**config.mk**
```make
export PLATFORM = sky130hd
export DESIGN_NAME = bcfa_ctrl
export DESIGN_NICKNAME = d
export VERILOG_FILES = /design/src/hw/rtl/bcfa_pkg.sv /design/src/hw/rtl/bcfa_ctrl.sv
export SDC_FILE = /design/constraint.sdc
export NUM_CORES = 1
export LEC_CHECK = 0
export ABC_AREA = 1
export ABC_CLOCK_PERIOD_IN_PS = 2900
export BUFFER_PORTS_ARGS = -buffer_cell sky130_fd_sc_hd__buf_2
export CAP_MARGIN = 20
export CORE_AREA = 2 2 39 41
export CTS_CLUSTER_DIAMETER = 50
export DETAILED_ROUTE_END_ITERATION = 7
export DIE_AREA = 0 0 41 43
export PLACE_DENSITY = 0.68
export SYNTH_ARGS = -nofsm -noshare
export SYNTH_HDL_FRONTEND = slang
export SYNTH_SLANG_ARGS = --single-unit
```
**constraint.sdc**
```tcl
create_clock -name clk -period 2.9 [get_ports clk]
set_input_delay 0.29 -clock clk [delete_from_list [all_inputs] [get_ports clk]]
set_output_delay 0.29 -clock clk [all_outputs]
set_load 0.02 [all_outputs]
```
**src/hw/rtl/bcfa_pkg.sv**
```systemverilog
package bcfa_pkg;

  // Fixed field widths
  localparam int FRAME_W = 14;  // scan pointer, holds bound + 8
  localparam int LIMIT_W = 13;  // frame_limit, search_end, frame_count
  localparam int START_W = 12;
  localparam int ADDR_W  = 32;

  localparam logic [LIMIT_W-1:0] LIMIT_RESET = 13'd4096;
  localparam logic [7:0]         FULL_BYTE   = 8'hFF;

  typedef enum logic [1:0] {
    OP_ALLOC  = 2'd0,
    OP_FREE   = 2'd1,
    OP_STATUS = 2'd2
  } op_t;

  typedef enum logic [3:0] {
    ST_CLEAR,
    ST_IDLE,
    ST_SRD,
    ST_SCAN,
    ST_MRD,
    ST_MWR,
    ST_ORD,
    ST_OWR,
    ST_EMIT
  } state_t;

  typedef struct packed {
    logic clr_wr;
    logic load;
    logic scan_rd;
    logic scan_skip;
    logic scan_adv;
    logic mark_start;
    logic mark_rd;
    logic mark_wr;
    logic one_rd;
    logic one_wr;
    logic out_load;
  } cmd_t;

  typedef struct packed {
    logic [1:0] in_op;
    logic       alloc_fail;
    logic       frame_ok;
    logic       clr_last;
    logic       f_ge_bound;
    logic       byte_full;
    logic       run_hit;
    logic       next_boundary;
    logic       mark_last;
    logic       out_free;
  } sts_t;

endpackage

```
**src/hw/rtl/bcfa_ctrl.sv**
```systemverilog
module bcfa_ctrl (
  input  logic          clk,
  input  logic          rst_n,
  input  logic          in_valid,
  input  bcfa_pkg::sts_t sts,
  output bcfa_pkg::cmd_t cmd,
  output logic          in_stall
);
  import bcfa_pkg::*;

  state_t state_r;
  state_t state_nxt;

  always_ff @(posedge clk) begin
    if (!rst_n) begin
      state_r <= ST_CLEAR;
    end else begin
      state_r <= state_nxt;
    end
  end

  // next state
  always_comb begin
    state_nxt = state_r;
    case (state_r)
      ST_CLEAR: begin
        if (sts.clr_last) state_nxt = ST_IDLE;
      end
      ST_IDLE: begin
        if (in_valid) begin
          case (sts.in_op)
            OP_ALLOC:  state_nxt = sts.alloc_fail ? ST_EMIT : ST_SRD;
            OP_FREE,
            OP_STATUS: state_nxt = sts.frame_ok ? ST_ORD : ST_EMIT;
            default:   state_nxt = ST_EMIT;
          endcase
        end
      end
      ST_SRD: begin
        state_nxt = sts.f_ge_bound ? ST_EMIT : ST_SCAN;
      end
      ST_SCAN: begin
        if (sts.f_ge_bound) state_nxt = ST_EMIT;
        else if (sts.byte_full) state_nxt = ST_SRD;
        else if (sts.run_hit) state_nxt = ST_MRD;
        else if (sts.next_boundary) state_nxt = ST_SRD;
      end
      ST_MRD:  state_nxt = ST_MWR;
      ST_MWR:  state_nxt = sts.mark_last ? ST_EMIT : ST_MRD;
      ST_ORD:  state_nxt = ST_OWR;
      ST_OWR:  state_nxt = ST_EMIT;
      ST_EMIT: begin
        if (sts.out_free) state_nxt = ST_IDLE;
      end
      default: state_nxt = ST_CLEAR;
    endcase
  end

  // outputs
  always_comb begin
    cmd      = '0;
    in_stall = (state_r != ST_IDLE);
    case (state_r)
      ST_CLEAR: cmd.clr_wr = 1'b1;
      ST_IDLE:  cmd.load = in_valid;
      ST_SRD:   cmd.scan_rd = !sts.f_ge_bound;
      ST_SCAN: begin
        if (!sts.f_ge_bound) begin
          if (sts.byte_full) cmd.scan_skip = 1'b1;
          else if (sts.run_hit) cmd.mark_start = 1'b1;
          else cmd.scan_adv = 1'b1;
        end
      end
      ST_MRD:  cmd.mark_rd = 1'b1;
      ST_MWR:  cmd.mark_wr = 1'b1;
      ST_ORD:  cmd.one_rd = 1'b1;
      ST_OWR:  cmd.one_wr = 1'b1;
      ST_EMIT: cmd.out_load = sts.out_free;
      default: cmd = '0;
    endcase
  end

endmodule

```
=== Yosys cells after proc, flatten, opt, wreduce, memory -nomap -nowiden ===
Cells that the tools add are included.

* Bits of input ports: 14
* Memory bits (read-only): 0
* Memories: 0
* Memory bits (writable): 0
* Output and inout port bits: 12
* Bits in registers: 4
* Bits in latches: 0
* Word-level logic and storage cells: 48

* Magnitude comparators: 0
* Reduce and logical (&&, ||, !) cells: 5
* Bitwise operators: 0
* Div/mod/pow operators: 0
* Equal/unequal tests: 15
* Multiply operators: 0
* Shift operators: 0
* Add/sub/neg operators: 0
* Multiplexer cells: 27

{| class="wikitable"
|+ Operators by type and width
! cell !! number
|-
| $mux W4 || 11
|-
| $pmux W4 S9 || 1
|-
| $eq A4 B3 Y1 const B || 4
|-
| $mux W1 || 11
|-
| $eq A4 B2 Y1 const B || 2
|-
| $pmux W4 S2 || 1
|-
| $mux W3 || 2
|-
| $ne A2 B2 Y1 const B || 3
|-
| $ne A5 B5 Y1 const B || 1
|-
| $eq A4 B1 Y1 const B || 1
|-
| $eq A4 B4 Y1 const B || 1
|-
| $logic_not A4 Y1 || 1
|-
| $ne A4 B1 Y1 const B || 1
|-
| $reduce_and A4 Y1 || 1
|-
| $eq A2 B1 Y1 const B || 1
|-
| $eq A2 B2 Y1 const B || 1
|-
| $logic_not A2 Y1 || 1
|-
| $mux W2 || 1
|-
| $reduce_or A2 Y1 || 1
|-
| $logic_not A1 Y1 || 1
|}

=== Longest topological paths before layout ===
* Depth after elaboration: 5
* Mapped depth: 9

=== Worst setup path after synthesis ===
OpenSTA, ideal clock, no wires.

* Path kind: reg-to-output
* From: register state_r[0]
* To: output cmd[6] in the netlist's numbering
* Data arrival time: 1.183 ns
* Setup slack: 1.427 ns
* Cell stages (with the launch flop): 5
* Buffers on the path: 0
* Path through: dfxtp_1 > nand2_1 > nor3_2 > inv_1 > nor3_1

{| class="wikitable"
|+ RTL lines
! element !! line !! source
|-
| start, declared || bcfa_ctrl.sv:11 || <nowiki>state_t state_r;</nowiki>
|-
| start signal, assigned || bcfa_ctrl.sv:18 || <nowiki>state_r <= state_nxt;</nowiki>
|-
| end, declared || bcfa_ctrl.sv:6 || <nowiki>output bcfa_pkg::cmd_t cmd,</nowiki>
|}

==> flow_summary.ini <==
[outcome]
status = finished clean

[clock_tree]
cts_root_buf = clkbuf_4
post_cts_buffers = 0
clock_insertion_delay_worst_skew_ns = 0.23
cts.clk_slew.worst_paths_ns = 0.04
cts_tree = built
clock_tree.buffer_depth = 2
ctsResizeCount = 0
cts_hold_repair.buffers = 0
cts_htree_levels = 1
cts_buffers = 3
clock_sink_count = 4

[finish]
area_growth_pct = 33.8
biggestRegsByFlops = state_r x4
drive_gt1_share_pct = 28.8
finalInstanceArea_sq_um = 664
layout.nets = 143
fin_cells = 141
antenna_cells_inserted = 0
final.fill_count = 160
regMostFlops = state_r
largest_register_ffs = 4

[floorplan]
boundaryPins = 26
die_height_um = 43
floorplan.core_area_sq_mm = 0.00138
die_area_sq_mm = 0.00176
rows = 14
die_width_um = 41
start_util_pct = 35.9

[placement]
port_buffers = 25
dpl.hpwl_um = 1100
place.detailed.instances = 138
place.gp.congestion = 0.901
postPlaceCellArea_sq_um = 642

[global_routing]
grt_first_pass_wirelength_um = 1930
number_of_global_route_vias_before_repair = 549
grt_antenna_before_repair = 0
grt_start_max_net_pins = 7
globalRouteOverflowTotal = 0
groute.usage.overall_pct = 15.5

[synth]
yosys_warnings = 0
syn_area_sq_um = 497
postSynth.asyncResetShare_pct = 0
seq_area_frac_synth_pct = 16.1
synth-edff-count = 0
avgSynthCellArea_sq_um = 5.12
syn-num-nets = 113
synth_area_leader_cell = inv_1
synth_top_cells_by_count = 24 x inv_1, 24 x nand2_1, 15 x nor2_1
area_contributors_post_synth = inv_1 18%, nand2_1 18%, dfxtp_1 16%
synthDistinctLibCells = 16
post_synth_inst_count = 97
postSynth.topFlopCell = dfxtp_1
synth-seq-cells = 4
netlist.area_leader.share_pct = 18.1

[worst_setup_path]
required_worst_endpoint_ns = 2.61
worst-setup-path-type = flop to output port
end_kind = output port
critical_path.slowest_cell = dfxtp_1
cp_data_arrival_time_ns = 1.34
crit_path_max_fanout = 6
path_cells = nand2_1 -> nor3_2 -> inv_1 -> nor3_1 -> buf_2
setup.reg_to_reg.worst_slack_ns = 1.68
slowest_stage_delay_on_critical_path_ns = 0.39
critical_path.startpoint_type = flop

[pwr]
cellLeakagePower_nw = 0.449
pwr_density_cell_mw_per_mm2 = 428
totalPowerFinal_mw = 0.285
irDropWorstVdd_v = 0.000280

[timing]
post_layout_minimum_cycle_time_ns = 1.63
finalCritPeriodShare_pct = 56.4
max-slew-margin-rel_pct = 82.4
setup_violations = 0
sum_neg_setup_slack_ns = 0
timing.final.max_slew_violations = 0
tightestPinTransition_ns = 0.263
fin_skew_ns = 0.000738
hold_violations = 0
fmax_mhz = 612
unrepaired_setup_endpoints_after_global_routing = no

[drt]
ant_nets = 0
route.detailed.vias_per_inst = 4.55
per_cell_routed_wire_length_um = 8.79
routed_wl_um = 1240
drt-initial-drc-count = 13
detail_route.first_pass.iterations = 4
drcViolationCount = 0
via_count = 641

[flow_run]
timing.max_cap.violations = 0

[hold_path]
hp-class = primary input to flop
through the flow:
stage | utilization, % | worst slack (ns) | hold slack (ns)
2_1_floorplan | - | 1.43 | 0.452
3_3_place_gp | 46.4 | 1.54 | 0.527
3_5_place_dp | 46.4 | 1.53 | 0.532
4_1_cts | 48.0 | 1.27 | 0.333
5_1_grt | 48.0 | 1.11 | 0.349
6_report | 48.0 | 1.27 | 0.330
critical path, delay by kind of cell (launching register included):
family                 cells  cell delay, ns
DFF                        1            0.39
and+or+nand+nor            3            0.45
buffers and inverters      2            0.27
routing by layer:
metal	GRT usage (%)	part of all wire [%]	routed length (um)	vias to the layer above
li1	-	-	-	347
met1	18.9	47	581	267
met2	24.4	46	565	23
met3	1.57	5.2	64	4
met4	10.0	2.2	27	0
met5	0	0	0	-
placed cells by master (no fill, tap or decap):
cell type / count
dfxtp_1: 4
nand3b_1: 1
o21ai_0: 1
nand3_1: 8
buf_2: 25
nor3_2: 1
nand4_1: 3
inv_1: 24
nor3_1: 2
inv_2: 2
nand2_2: 2
nor2_1: 15
nor2_2: 3
a21oi_1: 4
ha_1: 2
nand2_1: 24
clkbuf_4: 3
o21ai_1: 1
kinds of logic (layout without fill, tap and decap cells):
group | Yosys count | count (layout) | synth area share [%]
fa+ha+maj | 2 | 2 | 5.04
compound gates | 6 | 6 | 6.04
buf+inv | 26 | 54 | 19.6
simple gates | 59 | 59 | 53.1
flops | 4 | 4 | 16.1
report_power, final:
part           internal (mW)  switching [mW]
sequential            0.0628         0.00891
combinational         0.0494          0.0960
clock                 0.0462          0.0213
final timing paths:
path | from | end | depth (start not counted)
min | rst_n | state_r[2] | 3
min reg2reg | state_r[0] | state_r[0] | 2
max reg2reg | state_r[3] | state_r[1] | 6
max | state_r[0] | cmd[6] | 5
final cells by class:
| cell class | count | area, sq um | area share, % |
|---|---|---|---|
| multi-input combinational | 67 | 319 | 48.0 |
| timing repair buffer | 25 | 125 | 18.8 |
| inverter | 26 | 97.6 | 14.7 |
| sequential | 4 | 80.1 | 12.1 |
| clock buffer | 3 | 22.5 | 3.39 |
| tap | 16 | 20.0 | 3.01 |
(Power assumes the default switching activity.)
